$ cat src/rtl/core/htfd_pkg.sv
package htfd_pkg;

  localparam logic [7:0] CrcPoly = 8'h31;
  localparam logic [7:0] CrcInit = 8'hFF;
  localparam logic [1:0] SensorTypeNoCrc = 2'd1;
  localparam logic [1:0] SensorTypeReset = 2'd2;
  localparam logic [2:0] LastIdxNoCrc = 3'd5;
  localparam logic [2:0] LastIdxCrc = 3'd6;
  localparam logic [20:0] HumClamp = 21'h100000;
  localparam logic [13:0] HumScale = 14'd10000;
  localparam logic [14:0] TempScale = 15'd20000;
  localparam logic [14:0] TempOffset = 15'd5000;

  typedef enum logic [1:0] {
    StatusOk     = 2'd0,
    StatusBusErr = 2'd1,
    StatusBusy   = 2'd2,
    StatusCrcErr = 2'd3
  } status_e;

  typedef struct packed {
    logic       bus_error;
    logic       frame_start;
    logic [7:0] rx_byte;
  } in_item_t;

  typedef struct packed {
    status_e     status;
    logic [20:0] raw_h;
    logic [19:0] raw_t;
  } frame_res_t;

  function automatic logic [7:0] crc8_byte(input logic [7:0] crc, input logic [7:0] b);
    logic [7:0] c;
    c = crc ^ b;
    for (int k = 0; k < 8; k++) begin
      if (c[7]) begin
        c = {c[6:0], 1'b0} ^ CrcPoly;
      end else begin
        c = {c[6:0], 1'b0};
      end
    end
    return c;
  endfunction

endpackage

$ cat src/rtl/core/humidity_temp_frame_decoder.sv
// Decodes readout frames of a humidity and temperature sensor, one byte per transfer.
// The slave stream carries the frame bytes; tuser flags the status byte that opens a
// frame and a failed bus transfer for the byte. The frame is 6 bytes long when
// cfg_wdata_i last wrote sensor type 1 and 7 bytes with a trailing CRC-8 otherwise.
// On the last byte of a frame, one transfer leaves on the master stream: the status
// code in tuser, and the raw and scaled humidity and temperature in tdata. A result
// with a nonzero status carries zeros in all data fields. Bytes outside a frame give
// no result, and a new status byte abandons an open frame.
// A frame's last byte and its result pass the input register, the frame tracker and
// the scaling stage in that order, each registered, before tvalid rises on the master side.
// One byte is accepted every cycle as long as the master side keeps taking results.
// When the receiver stalls, results wait in the pipeline registers and tready falls
// once the scaling stage and the frame tracker hold results that cannot move on and
// the input register holds a byte.
// Reset clears the frame state, empties the pipeline and sets the sensor type to 2.
// The sensor type may only be written while no frame is in progress.
module humidity_temp_frame_decoder import htfd_pkg::*; (
  input  logic        clk_i,
  input  logic        rst_ni,
  input  logic        s_axis_tvalid,
  output logic        s_axis_tready,
  input  logic [7:0]  s_axis_tdata,   // rx_byte
  input  logic [1:0]  s_axis_tuser,   // frame_start, bus_error
  output logic        m_axis_tvalid,
  input  logic        m_axis_tready,
  // raw_humidity[20:0], raw_temperature[40:21], humidity_centi_pct[54:41],
  // temp_centi_deg[69:55], zero fill[71:70]
  output logic [71:0] m_axis_tdata,
  output logic [1:0]  m_axis_tuser,   // status_code
  input  logic        cfg_we_i,
  input  logic [1:0]  cfg_wdata_i
);

  logic       in_vld_q;
  in_item_t   in_q;
  logic       item_rdy;
  logic [1:0] sensor_type_q;
  logic       res_vld;
  frame_res_t res;
  logic       res_rdy;

  assign s_axis_tready = !in_vld_q || item_rdy;

  always_ff @(posedge clk_i or negedge rst_ni) begin
    if (!rst_ni) begin
      in_vld_q <= 1'b0;
      sensor_type_q <= SensorTypeReset;
    end else begin
      if (s_axis_tready) begin
        in_vld_q <= s_axis_tvalid;
      end
      if (cfg_we_i) begin
        sensor_type_q <= cfg_wdata_i;
      end
    end
  end

  always_ff @(posedge clk_i) begin
    if (s_axis_tready && s_axis_tvalid) begin
      in_q.rx_byte <= s_axis_tdata;
      in_q.frame_start <= s_axis_tuser[0];
      in_q.bus_error <= s_axis_tuser[1];
    end
  end

  htfd_frame u_frame (
    .clk_i        (clk_i),
    .rst_ni       (rst_ni),
    .item_vld_i   (in_vld_q),
    .item_i       (in_q),
    .item_rdy_o   (item_rdy),
    .sensor_type_i(sensor_type_q),
    .res_vld_o    (res_vld),
    .res_o        (res),
    .res_rdy_i    (res_rdy)
  );

  htfd_scale u_scale (
    .clk_i       (clk_i),
    .rst_ni      (rst_ni),
    .res_vld_i   (res_vld),
    .res_i       (res),
    .res_rdy_o   (res_rdy),
    .out_vld_o   (m_axis_tvalid),
    .out_status_o(m_axis_tuser),
    .out_data_o  (m_axis_tdata),
    .out_rdy_i   (m_axis_tready)
  );

endmodule

$ cat src/rtl/core/htfd_frame.sv
module htfd_frame import htfd_pkg::*; (
  input  logic       clk_i,
  input  logic       rst_ni,
  input  logic       item_vld_i,
  input  in_item_t   item_i,
  output logic       item_rdy_o,
  input  logic [1:0] sensor_type_i,
  output logic       res_vld_o,
  output frame_res_t res_o,
  input  logic       res_rdy_i
);

  logic [2:0]  idx_q, idx_d;
  logic [7:0]  crc_q, crc_d;
  logic        busy_q, busy_d;
  logic        err_q, err_d;
  logic        active_q, active_d;
  logic [39:0] payload_q, payload_d;
  logic        res_vld_q, res_vld_d;
  frame_res_t  res_q, res_d;

  logic        fire;
  logic        with_crc;
  logic [2:0]  last_idx;
  logic [2:0]  idx_e;
  logic [7:0]  crc_e;
  logic        take;
  logic        produce;
  logic [20:0] raw_h;
  status_e     status;

  assign item_rdy_o = !res_vld_q || res_rdy_i;
  assign fire = item_vld_i && item_rdy_o;
  assign with_crc = (sensor_type_i != SensorTypeNoCrc);
  assign last_idx = with_crc ? LastIdxCrc : LastIdxNoCrc;
  assign idx_e = item_i.frame_start ? 3'd0 : idx_q;
  assign crc_e = item_i.frame_start ? CrcInit : crc_q;
  assign take = fire && (item_i.frame_start || active_q);
  assign produce = take && (idx_e >= last_idx);

  always_comb begin
    idx_d = idx_q;
    crc_d = crc_q;
    busy_d = busy_q;
    err_d = err_q;
    active_d = active_q;
    payload_d = payload_q;
    if (take) begin
      err_d = (item_i.frame_start ? 1'b0 : err_q) | item_i.bus_error;
      busy_d = (idx_e == 3'd0) ? item_i.rx_byte[7] : (item_i.frame_start ? 1'b0 : busy_q);
      case (idx_e)
        3'd1: payload_d[39:32] = item_i.rx_byte;
        3'd2: payload_d[31:24] = item_i.rx_byte;
        3'd3: payload_d[23:16] = item_i.rx_byte;
        3'd4: payload_d[15:8] = item_i.rx_byte;
        3'd5: payload_d[7:0] = item_i.rx_byte;
        default: ;
      endcase
      if (produce) begin
        active_d = 1'b0;
        idx_d = 3'd0;
        crc_d = CrcInit;
      end else begin
        active_d = 1'b1;
        idx_d = idx_e + 3'd1;
        crc_d = crc8_byte(crc_e, item_i.rx_byte);
      end
    end
  end

  always_comb begin
    if (err_d) begin
      status = StatusBusErr;
    end else if (busy_d) begin
      status = StatusBusy;
    end else if (with_crc && (crc_e != item_i.rx_byte)) begin
      status = StatusCrcErr;
    end else begin
      status = StatusOk;
    end
    raw_h = {1'b0, payload_d[39:20]};
    if (raw_h > HumClamp) begin
      raw_h = HumClamp;
    end
    res_d.status = status;
    res_d.raw_h = (status == StatusOk) ? raw_h : 21'd0;
    res_d.raw_t = (status == StatusOk) ? payload_d[19:0] : 20'd0;
  end

  assign res_vld_d = (res_vld_q && !res_rdy_i) || produce;

  always_ff @(posedge clk_i or negedge rst_ni) begin
    if (!rst_ni) begin
      idx_q <= 3'd0;
      crc_q <= CrcInit;
      busy_q <= 1'b0;
      err_q <= 1'b0;
      active_q <= 1'b0;
      res_vld_q <= 1'b0;
    end else begin
      idx_q <= idx_d;
      crc_q <= crc_d;
      busy_q <= busy_d;
      err_q <= err_d;
      active_q <= active_d;
      res_vld_q <= res_vld_d;
    end
  end

  always_ff @(posedge clk_i) begin
    payload_q <= payload_d;
    if (produce) begin
      res_q <= res_d;
    end
  end

  assign res_vld_o = res_vld_q;
  assign res_o = res_q;

endmodule

$ cat src/rtl/core/htfd_scale.sv
module htfd_scale import htfd_pkg::*; (
  input  logic        clk_i,
  input  logic        rst_ni,
  input  logic        res_vld_i,
  input  frame_res_t  res_i,
  output logic        res_rdy_o,
  output logic        out_vld_o,
  output logic [1:0]  out_status_o,
  output logic [71:0] out_data_o,
  input  logic        out_rdy_i
);

  logic        out_vld_q, out_vld_d;
  logic [1:0]  status_q;
  logic [71:0] data_q;
  logic        load;
  logic [34:0] hum_prod;
  logic [34:0] temp_prod;
  logic [13:0] hum;
  logic [14:0] temp;
  logic        ok;

  assign res_rdy_o = !out_vld_q || out_rdy_i;
  assign load = res_vld_i && res_rdy_o;
  assign ok = (res_i.status == StatusOk);

  assign hum_prod = 35'(res_i.raw_h) * 35'(HumScale);
  assign temp_prod = 35'(res_i.raw_t) * 35'(TempScale);
  assign hum = ok ? hum_prod[33:20] : 14'd0;
  assign temp = ok ? (temp_prod[34:20] - TempOffset) : 15'd0;

  assign out_vld_d = (out_vld_q && !out_rdy_i) || res_vld_i;

  always_ff @(posedge clk_i or negedge rst_ni) begin
    if (!rst_ni) begin
      out_vld_q <= 1'b0;
    end else if (res_rdy_o) begin
      out_vld_q <= out_vld_d;
    end
  end

  always_ff @(posedge clk_i) begin
    if (load) begin
      status_q <= res_i.status;
      data_q <= {2'b00, temp, hum, res_i.raw_t, res_i.raw_h};
    end
  end

  assign out_vld_o = out_vld_q;
  assign out_status_o = status_q;
  assign out_data_o = data_q;

endmodule
$ cat config.mk
export PLATFORM = sky130hd
export DESIGN_NAME = humidity_temp_frame_decoder
export DESIGN_NICKNAME = d
export VERILOG_FILES = /design/src/rtl/core/htfd_pkg.sv /design/src/rtl/core/humidity_temp_frame_decoder.sv /design/src/rtl/core/htfd_frame.sv /design/src/rtl/core/htfd_scale.sv
export SDC_FILE = /design/constraint.sdc
export NUM_CORES = 1
export LEC_CHECK = 0
export ABC_CLOCK_PERIOD_IN_PS = 5660
export CELL_PAD_IN_SITES_DETAIL_PLACEMENT = 1
export CELL_PAD_IN_SITES_GLOBAL_PLACEMENT = 2
export CORE_MARGIN = 2
export CORE_UTILIZATION = 40
export DETAILED_ROUTE_END_ITERATION = 16
export DONT_BUFFER_PORTS = 1
export PLACE_DENSITY_LB_ADDON = 0.1
export REMOVE_ABC_BUFFERS = 1
export SLEW_MARGIN = 20
export SYNTH_ARGS = -nofsm -noshare
export SYNTH_HDL_FRONTEND = slang
export SYNTH_SLANG_ARGS = --single-unit
$ cat constraint.sdc
create_clock -name clk_i -period 5.66 [get_ports clk_i]
set_input_delay 0 -clock clk_i [delete_from_list [all_inputs] [get_ports clk_i]]
set_output_delay 0 -clock clk_i [all_outputs]
set_load 0.02 [all_outputs]
# --- Word-level counts from Yosys, hierarchy flattened ---
# Index checks and enable logic that the tools add are counted.
op_classes:
  mul: 2
  eq_ne: 7
  addsub: 2
  n_reduce_logical: 23
  n_mux: 43
  order_cmp: 2
  bitwise_logic: 11
op_table:
  columns: ["op", "n"]
  rows:
  - ["8-bit 2-to-1 mux", 21]
  - ["6-bit 2-to-1 mux", 8]
  - ["40-bit 2-to-1 mux", 1]
  - ["20-bit by 10-bit multiplier with 30-bit output (second input constant)", 1]
  - ["21-bit by 10-bit multiplier with 30-bit output (second input constant)", 1]
  - ["3-bit inverter", 8]
  - ["20-bit by 21-bit > comparator with 1-bit output (second input constant)", 1]
  - ["21-bit 2-to-1 mux", 1]
  - ["15-bit by 13-bit subtractor with 15-bit output (second input constant)", 1]
  - ["1-bit logical AND", 8]
  - ["2-bit 2-to-1 mux", 4]
  - ["8-bit inequality test", 1]
  - ["8-bit bitwise XOR", 1]
  - ["3-bit by 2-bit equality test with 1-bit output (second input constant)", 2]
  - ["3-bit equality test (second input constant)", 2]
  - ["1-bit logical OR", 6]
  - ["1-bit 2-to-1 mux", 6]
  - ["3-bit 2-to-1 mux", 2]
  - ["1-bit zero test", 5]
  - ["2-bit zero test", 2]
  - ["3-bit by 1-bit adder with 3-bit output (second input constant)", 1]
  - ["3-bit by 1-bit equality test with 1-bit output (second input constant)", 1]
  - ["3-bit greater-or-equal comparator", 1]
  - ["3-bit zero test", 1]
  - ["4 further kinds", 4]
word_totals:
  ff_bits: 184
  inputBits: 17
  output_inout_bits: 76

# --- Depth between registers and ports, before layout ---
# Gate-level depths: netlist of run 1.
depth:
  ltp_word: 35
  depth_mapped: 24
  mapped_depth_nobuf: 24

# --- By module ---
# A second synthesis of run 1 with hierarchy kept.
unflattened:
  cells_unflattened: 1124
  hier_area_um2: 13038.8
modules_own_cells:
  columns: ["mod", "area_per_inst_um2", "instances", "seq_area_each_um2", "cells_per_inst"]
  rows:
  - ["htfd_scale", 8589.5, 1, 2187.1, 790]
  - ["htfd_frame", 4023.9, 1, 2447.3, 316]
  - ["humidity_temp_frame_decoder", 425.4, 1, 376.6, 18]

# --- Worst setup path before layout of run 1 ---
# OpenSTA, ideal clock, no wires.
synth_timing:
  kind: "register to register"
  from: "register u_frame.res_q, in the netlist u_frame.res_o[11]"
  to: "register u_scale.data_q[69], in the netlist u_scale.out_data_o[69], data pin"
  setup_time_ps: 253
  arrival_time_ps: 5044
  period_less_slack_ps: 5297
  path_slack_ps: 363
  path_stages_with_launch: 21
  path_cell_list: "edfxtp_1 > inv_1 > fa_1 > inv_1 > ha_1 > fa_1 > ha_1 > inv_1 > fa_1 > inv_1 > ha_1 > and4_4 > and3_4 > a32oi_4 > nand4_2 > and3_4 > or2_4 > or4_1 > a31oi_1 > a31o_1 > nand2_1"
synth_via:
  elab_chain_len: 2
synth_rtl:
  columns: ["item", "line", "source"]
  rows:
  - ["from (decl)", "htfd_frame.sv:20", "frame_res_t res_q, res_d;"]
  - ["from (signal assigned)", "htfd_frame.sv:113", "res_q <= res_d;"]
  - ["20-bit by 10-bit multiplier with 30-bit output", "htfd_scale.sv:28", "assign temp_prod = 35'(res_i.raw_t) * 35'(TempScale);"]
  - ["15-bit by 13-bit subtractor with 15-bit output", "htfd_scale.sv:30", "assign temp = ok ? (temp_prod[34:20] - TempOffset) : 15'd0;"]
  - ["to (signal assigned)", "htfd_scale.sv:45", "data_q <= {2'b00, temp, hum, res_i.raw_t, res_i.raw_h};"]
  - ["to (decl)", "htfd_scale.sv:15", "logic [71:0] data_q;"]
# Every way passes these cells.
# A chain may end at the register's enable or synchronous reset.

# --- Final worst setup path of run 1 ---
layout_timing:
  from: "register u_frame.res_q, in the netlist u_frame.res_o[8]"
  to: "register u_scale.data_q[69], in the netlist u_scale.out_data_o[69], data pin"
# The elaborated chain is that of the path after synthesis.

==> results.rst, run 1 <==
.. list-table::
   :header-rows: 1

   * - Metric
     - Value
   * - Outcome
     - complete, no violations
   * - Wire length of the first global-routing pass
     - about 45,000 um
   * - Starting DRC count in detailed routing
     - 303
   * - Routed vias
     - roughly 7,700
   * - Placement row count
     - 65
   * - Most common cell after layout, fill and taps aside
     - sky130_fd_sc_hd__inv_1
   * - Floorplan Core Area
     - approximately 0.031 mm2
   * - Clock tree from TritonCTS
     - built
   * - WL/cell
     - around 18 um
   * - Hold path start
     - s_axis_tvalid
   * - Hold Crit Depth
     - 1
   * - Worst setup SP type
     - flip-flop
   * - Latest clock arrival within the worst-skew pair
     - 0.45 ns
   * - Total number of clock tree sinks
     - 182
   * - Non-Filler Instances
     - 1,569
   * - Horiz. Die Dim
     - roughly 180 um
   * - Critical register-to-register path endpoint
     - u_scale.out_data_o[69]
   * - MaxCap Viol Count
     - 0
   * - Number of warnings reported in the yosys synthesis log
     - 0
   * - DPL Wire Length
     - 21,200 um
   * - Total gr overflow
     - 0
   * - Startpoint of the worst-slack reg-to-reg timing path
     - u_frame.res_o[8]
   * - Placed cell areas
     - about 0.013 mm2
   * - Number of global-route vias before repair
     - between 8,000 and 9,000
   * - H-tree levels
     - 4
   * - Total I/O pin count
     - 93
   * - Maximum clock rate
     - 185 MHz
   * - CP Class
     - reg -> reg
   * - Proportion of power drawn by flip-flops and latches
     - 0.403
   * - Diode insertion count for antenna repair
     - 0
   * - Antenna violations before repair
     - 0
   * - Count of endpoints failing hold in the final timing report
     - 0
   * - Total Negative Setup Slacks
     - 0 ns
   * - Worst EP required
     - ~5.9 ns
   * - Area of the die
     - 0.0331 mm2
   * - Leakage
     - ~0.0065 uW
   * - Detail-routed via count per cell
     - 4.93
   * - Number of flops mapped to enable cells by yosys
     - about 120
   * - Cell at the root of the clock tree
     - sky130_fd_sc_hd__clkbuf_16
   * - Min Tclk post-route
     - roughly 5.4 ns
   * - Max Root-Sink Buffers
     - 2
   * - Flip-flop and latch count after synthesis
     - around 180
   * - Sw Pwr
     - ~1400 uW
   * - Layout cells sized above 1
     - 0.153
   * - Internal Pwr Total
     - about 2900 uW
   * - Synth Instances
     - between 1,000 and 1,500
   * - Area delta synth->final
     - 13.5%
   * - Count of endpoints failing setup in the final report
     - 0
   * - Routed WL
     - roughly 28,000 um
   * - Worst IR drop on VDD
     - about 0.28 mV
   * - IO Port Bufs
     - 0
   * - Die height
     - between 150 and 200 um
   * - Layout Nets
     - 1,431
   * - Total instance count after detailed placement
     - between 1,500 and 2,000
   * - Synth Cell Area
     - ~0.013 mm2
   * - Power per standard cell area
     - approximately 290 mW/mm2
   * - Clk slew on worst S/H paths
     - around 0.080 ns
   * - Share of total power in the clock network
     - 0.292
   * - Commonest register cell after synthesis
     - sky130_fd_sc_hd__edfxtp_1
   * - Arrival time at the worst endpoint
     - roughly 5.6 ns
   * - Sw Ratio
     - 0.320
   * - Worst-case register-to-register setup slack
     - between 0.2 and 0.25 ns
   * - Number of buffers added by the clock tree synthesis step
     - 17
   * - Setup ws final
     - 0.249 ns
   * - Average instance area after synthesis
     - between 10 and 15 um2
   * - Relative contribution of combinational cells to total power
     - 0.305
   * - Sequential element share of the synthesized area
     - 0.394
   * - Slew Viols, Final
     - 0
   * - Pre-CTS worst setup slack
     - between 0.07 and 0.08 ns
   * - GRT Total Usage
     - 0.177
   * - Maximum fanout along the worst path
     - 4
   * - Number of different library cells in the post-synthesis netlist
     - 65
   * - Effective utilization at floorplan
     - 0.403
   * - Fraction of registers with async set or reset after synthesis
     - 0.104
   * - Weighted congestion at the end of routability-driven global placement
     - 0.769
   * - Ratio of final minimum period to clock period
     - 0.956
   * - Reg2reg path depth
     - 19
   * - Type of the most critical hold path
     - in -> reg
   * - Fin Clk Skew
     - around 0.018 ns
   * - DRC violations left
     - 0
   * - Top library cells by usage in the layout, fill and taps aside
     - sky130_fd_sc_hd__inv_1 (208), sky130_fd_sc_hd__ha_1 (161), sky130_fd_sc_hd__edfxtp_1 (123)
   * - Max_slew headroom
     - 0.401
   * - Number of routed nets with antenna violations
     - 0
   * - Final cell area excluding filler cells
     - ~0.014 mm2
   * - Endpoint class of the critical path
     - flip-flop
   * - Hold endpoint
     - in_q[4]
   * - Maximum number of pins on one net before global-route repair
     - 59
   * - Actual transition at the worst max-transition pin
     - approximately 0.9 ns
   * - Drt pass-1 iters
     - 4
   * - Final-layout fill cell count
     - approximately 3,300
## flip-flops by register name, indices dropped and copies added, names as in the netlist, 2 cells and up
name / count
u_frame.idx_q: 3
sensor_type_q: 2
u_scale.out_data_o: 69
u_frame.res_o: 42
in_q: 10
u_scale.out_status_o: 2
u_frame.payload_q: 40
u_frame.crc_q: 8
## worst max-delay path by stage
stage,from,endpoint,slack [ns]
2_1_floorplan,u_frame.res_o[11],u_scale.out_data_o[69],0.36
3_3_place_gp,u_frame.res_o[13],u_scale.out_data_o[69],0.16
3_5_place_dp,u_frame.res_o[13],u_scale.out_data_o[69],0.08
4_1_cts,u_frame.res_o[13],u_scale.out_data_o[69],0.05
5_1_grt,u_frame.res_o[7],u_scale.out_data_o[69],-0.008
6_report,u_frame.res_o[8],u_scale.out_data_o[69],0.25
## worst max-delay path, cell delays in order (launching register included)
cell	delay [ns]
sky130_fd_sc_hd__edfxtp_1	0.35
sky130_fd_sc_hd__inv_1	0.11
sky130_fd_sc_hd__fa_1	0.54
sky130_fd_sc_hd__inv_1	0.04
sky130_fd_sc_hd__ha_1	0.29
sky130_fd_sc_hd__fa_1	0.48
sky130_fd_sc_hd__ha_1	0.29
sky130_fd_sc_hd__inv_1	0.05
sky130_fd_sc_hd__fa_1	0.51
sky130_fd_sc_hd__inv_1	0.04
sky130_fd_sc_hd__ha_1	0.33
sky130_fd_sc_hd__a211oi_2	0.23
sky130_fd_sc_hd__nand4b_1	0.22
sky130_fd_sc_hd__o211ai_1	0.37
sky130_fd_sc_hd__nand2_1	0.17
sky130_fd_sc_hd__xnor2_2	0.21
sky130_fd_sc_hd__or4_4	0.55
sky130_fd_sc_hd__a31oi_2	0.17
sky130_fd_sc_hd__a31o_1	0.16
sky130_fd_sc_hd__nand2_1	0.05
## per-layer routing
metal | vias up | global-route usage | wire length [um]
li1 | 3785 | - | -
met1 | 3831 | 0.253 | 13700
met2 | 102 | 0.282 | 12900
met3 | 18 | 0.0313 | 713
met4 | 0 | 0.0426 | 271
met5 | - | 0 | 0
## Yosys cell counts, types with 2 or more instances
cell type                  count  area, um2
sky130_fd_sc_hd__mux2_2       42        473
sky130_fd_sc_hd__xor2_1       18        158
sky130_fd_sc_hd__xnor2_1      37        324
sky130_fd_sc_hd__clkbuf_1     19       71.3
sky130_fd_sc_hd__buf_4         5       37.5
sky130_fd_sc_hd__a211oi_1      2       15.0
sky130_fd_sc_hd__and3_4        2       22.5
sky130_fd_sc_hd__a22oi_1       3       22.5
sky130_fd_sc_hd__o21bai_1      5       37.5
sky130_fd_sc_hd__a31oi_1       2       12.5
sky130_fd_sc_hd__and2_1        8       50.1
sky130_fd_sc_hd__o211ai_1      6       45.0
sky130_fd_sc_hd__a21boi_0      3       22.5
sky130_fd_sc_hd__nor2_1       68        255
sky130_fd_sc_hd__a21o_1        6       45.0
sky130_fd_sc_hd__and3_1       41        257
sky130_fd_sc_hd__inv_1       215        807
sky130_fd_sc_hd__nand4_1       5       31.3
sky130_fd_sc_hd__ha_1        168       2100
sky130_fd_sc_hd__o21ai_0      18       90.1
sky130_fd_sc_hd__a31o_2        2       17.5
sky130_fd_sc_hd__a21oi_1      41        205
sky130_fd_sc_hd__nor3_1        7       35.0
sky130_fd_sc_hd__o21ai_1       5       25.0
sky130_fd_sc_hd__dfrtp_1      10        250
sky130_fd_sc_hd__nor2b_1       3       18.8
sky130_fd_sc_hd__o21a_1       10       75.1
sky130_fd_sc_hd__nand2_1      24       90.1
sky130_fd_sc_hd__nand4_2       2       25.0
sky130_fd_sc_hd__edfxtp_1    123       3690
sky130_fd_sc_hd__nand4b_1      3       26.3
sky130_fd_sc_hd__fa_1         92       1840
sky130_fd_sc_hd__o31ai_1       2       15.0
sky130_fd_sc_hd__nand3_1      10       50.1
sky130_fd_sc_hd__nand2b_1      8       50.1
sky130_fd_sc_hd__a22o_1        2       17.5
sky130_fd_sc_hd__dfxtp_1      40        801
sky130_fd_sc_hd__dfstp_2       9        236
## stage by stage
stage / utilization / power [uW] / hold WS, ns
floorplan: - / 2640 / -0.296
global placement: 0.424 / 2920 / -0.295
detailed placement: 0.424 / 2940 / -0.295
CTS: 0.449 / 4200 / 0.0473
global route: 0.458 / 4510 / 0.0731
finish: 0.458 / 4220 / 0.0553
## power by group through the flow
stage	clock [uW]	sequential (uW)	combinational [uW]
floorplan	0	1710	933
global placement	0	1730	1190
detailed placement	0	1730	1200
CTS	1270	1700	1230
global route	1320	1720	1470
finish	1230	1700	1290
## timing repair
action,in CTS,in global routing
buffers inserted,0,16
hold buffers,18,0
hold endpoints to repair,35,0
gates resized for setup,0,34
setup endpoints to repair,0,8
## cells by family (layout without fill, tap and decap cells)
family | count (synthesis) | in the layout | share of synthesized area
fa+ha+maj | 260 | 260 | 0.312
buf+inv | 239 | 311 | 0.0724
simple gates | 190 | 190 | 0.0778
flops | 182 | 182 | 0.394
compound gates | 123 | 123 | 0.0682
xor+xnor | 55 | 55 | 0.0381
mux | 43 | 43 | 0.0382
other cells | 1 | 3 | 0.000296
## area by class of cell
cell class,count,area [um2],area share
Clock buffer,20,458,0.0319
Clock inverter,12,146,0.0102
Inverter,215,807,0.0562
Multi-Input combinational cell,674,6940,0.483
Sequential cell,182,4980,0.347
Tap cell,402,503,0.0350
Timing Repair Buffer,64,526,0.0366
(Power assumes the default switching activity.)
==> inputs of run 2 (changes only) <==
--- a/config.mk
+++ b/config.mk
@@ -12,6 +12,7 @@
 export CORE_UTILIZATION = 40
 export DETAILED_ROUTE_END_ITERATION = 16
 export DONT_BUFFER_PORTS = 1
+export HOLD_SLACK_MARGIN = 0.06
 export PLACE_DENSITY_LB_ADDON = 0.1
 export REMOVE_ABC_BUFFERS = 1
 export SLEW_MARGIN = 20
==> run 2 against run 1 <==
Effect of this change: sequential share of layout area is the same; final area is the same; critical endpoint unchanged; power barely moved; register-to-register slack about the same; non-clock buffer count unchanged; global-route usage did not move; setup slack better by 0.0015 ns; wire length is essentially flat; sequential power is essentially flat; sequential cell count unchanged; clock power about the same.
==> results.rst, run 2 (synthesis results as in run 1) <==
.. list-table::
   :header-rows: 1

   * - Metric
     - Value
   * - CP Class
     - reg -> reg
   * - Maximum clock rate
     - approximately 180 MHz
   * - Fin Clk Skew
     - 0.0185 ns
   * - Total instance count after detailed placement
     - 1,503
   * - Worst IR drop on VDD
     - 0.277 mV
   * - Final cell area excluding filler cells
     - 0.0144 mm2
   * - Outcome
     - complete, no violations
   * - Total gr overflow
     - 0
   * - Floorplan Core Area
     - approximately 0.031 mm2
   * - IO Port Bufs
     - 0
   * - Layout cells sized above 1
     - 0.153
   * - WL/cell
     - between 15 and 20 um
   * - Most common cell after layout, fill and taps aside
     - sky130_fd_sc_hd__inv_1
   * - Weighted congestion at the end of routability-driven global placement
     - slightly below 0.8
   * - Cell at the root of the clock tree
     - sky130_fd_sc_hd__clkbuf_16
   * - Diode insertion count for antenna repair
     - 0
   * - Count of endpoints failing setup in the final report
     - 0
   * - Flip-flop count of the largest register, all copies and words added
     - between 60 and 70
   * - Clk slew on worst S/H paths
     - about 0.080 ns
   * - Area of the die
     - between 0.03 and 0.04 mm2
   * - Max_slew headroom
     - 0.401
   * - Maximum fanout along the worst path
     - 4
   * - Worst hold margin
     - between 0.1 and 0.15 ns
   * - Count of endpoints failing hold in the final timing report
     - 0
   * - Slew Viols, Final
     - 0
   * - Leakage
     - 0.00652 uW
   * - Routed WL
     - approximately 28,000 um
   * - Horiz. Die Dim
     - ~180 um
   * - Routed vias
     - ~7,700
   * - Total I/O pin count
     - 93
   * - Placed cell areas
     - between 0.01 and 0.015 mm2
   * - Top library cells by usage in the layout, fill and taps aside
     - sky130_fd_sc_hd__inv_1 (208), sky130_fd_sc_hd__ha_1 (161), sky130_fd_sc_hd__edfxtp_1 (123)
   * - Endpoint class of the critical path
     - flip-flop
   * - Drt pass-1 iters
     - 4
   * - Area delta synth->final
     - 13.5%
   * - Worst setup SP type
     - flip-flop
   * - M1 GR Usage
     - 0.253
   * - GRT busiest layer
     - met2
   * - Arrival time at the worst endpoint
     - 5.60 ns
   * - Latest clock arrival within the worst-skew pair
     - around 0.45 ns
   * - H-tree levels
     - 4
   * - Placement row count
     - 65
   * - Maximum number of pins on one net before global-route repair
     - 59
   * - Antenna violations before repair
     - 0
   * - Utilization after layout
     - 0.458
   * - Effective utilization at floorplan
     - 0.403
   * - MaxCap Viol Count
     - 0
   * - DRC violations left
     - 0
   * - DPL Wire Length
     - about 21,000 um
   * - Non-Filler Instances
     - between 1,500 and 2,000
   * - Type of the most critical hold path
     - in -> async
   * - Total Negative Setup Slacks
     - 0 ns
   * - Clock tree from TritonCTS
     - built
   * - Total number of clock tree sinks
     - 182
   * - Number of buffers added by the clock tree synthesis step
     - 17
   * - Power per standard cell area
     - 294 mW/mm2
   * - Ratio of final minimum period to clock period
     - 0.956
   * - Number of routed nets with antenna violations
     - 0
   * - Max Root-Sink Buffers
     - 2
   * - Starting DRC count in detailed routing
     - about 320
   * - Routing usage on met2
     - 0.282
   * - Die height
     - ~180 um
   * - GRT Total Usage
     - 0.177
   * - Min Tclk post-route
     - about 5.4 ns
   * - Met3 Use GR
     - 0.0313
   * - Wire length of the first global-routing pass
     - 45,100 um
   * - Number of global-route vias before repair
     - ~8,200
   * - Detail-routed via count per cell
     - 4.93
   * - Actual transition at the worst max-transition pin
     - 0.896 ns
   * - Layout Nets
     - 1,431
   * - Worst EP required
     - around 5.9 ns
   * - Final-layout fill cell count
     - between 3,000 and 4,000
[run 2: cell counts in the layout (fill, tap and decap cells not counted)]
No cell type changed its count.
[run 2: critical path, cell delays in order, from the launching register on]
cell and delay [ns]:
sky130_fd_sc_hd__edfxtp_1 0.35, sky130_fd_sc_hd__inv_1 0.11, sky130_fd_sc_hd__fa_1 0.54, sky130_fd_sc_hd__inv_1 0.04, sky130_fd_sc_hd__ha_1 0.29, sky130_fd_sc_hd__fa_1 0.48, sky130_fd_sc_hd__ha_1 0.29, sky130_fd_sc_hd__inv_1 0.05
sky130_fd_sc_hd__fa_1 0.51, sky130_fd_sc_hd__inv_1 0.04, sky130_fd_sc_hd__ha_1 0.33, sky130_fd_sc_hd__a211oi_2 0.23, sky130_fd_sc_hd__nand4b_1 0.22, sky130_fd_sc_hd__o211ai_1 0.37, sky130_fd_sc_hd__nand2_1 0.17, sky130_fd_sc_hd__xnor2_2 0.21
sky130_fd_sc_hd__or4_4 0.55, sky130_fd_sc_hd__a31oi_2 0.16, sky130_fd_sc_hd__a31o_1 0.16, sky130_fd_sc_hd__nand2_1 0.05
[run 2: final timing paths]
path	start	end	slack (ns)	depth (start not counted)
worst max register to register	u_frame.res_o[8]	u_scale.out_data_o[69]	0.25	19
min in group clk_i	s_axis_tdata[7]	in_q[7]	0.17	1
worst min register to register	u_frame.payload_q[7]	u_frame.payload_q[7]	0.47	1
worst min-delay path	rst_ni	u_frame.busy_q	0.12	1
worst max-delay path	u_frame.res_o[8]	u_scale.out_data_o[69]	0.25	19
max in group asynchronous	rst_ni	u_frame.active_q	4.99	1
[run 2: cell type report]
type                    count  area [um2]  share of cell area
multi-input cells         674        6940               0.483
flip-flops and latches    182        4980               0.347
inverters                 215         807              0.0562
repair buffers             64         526              0.0366
well taps                 402         503              0.0350
clock buffers              20         458              0.0319
clock inverters            12         146              0.0102
[run 2: what timing repair did]
action / 4_1_cts / 5_1_grt
hold buffers: 18 / 0
endpoints found under the setup margin: 0 / 8
buffers inserted: 0 / 16
gates resized for setup: 0 / 34
endpoints found under the hold margin: 45 / 0
[run 2: stage by stage]
step	power, uW	setup slack [ns]
after floorplan	2640	0.363
after global placement	2920	0.157
after detailed placement	2940	0.0773
after CTS	4200	0.0486
after global routing	4510	-0.00769
final	4220	0.250
[run 2: layer usage]
metal | routed length [um] | share of wire
met5 | 0 | 0
met2 | 12900 | 0.47
met1 | 13800 | 0.50
met4 | 271 | 0.0098
met3 | 689 | 0.025
[run 2: report_power, final]
group | switching, uW | total, uW | internal [uW]
clock network | 577 | 1230 | 656
registers | 79.9 | 1700 | 1620
logic | 695 | 1290 | 592
total | 1350 | 4220 | 2870
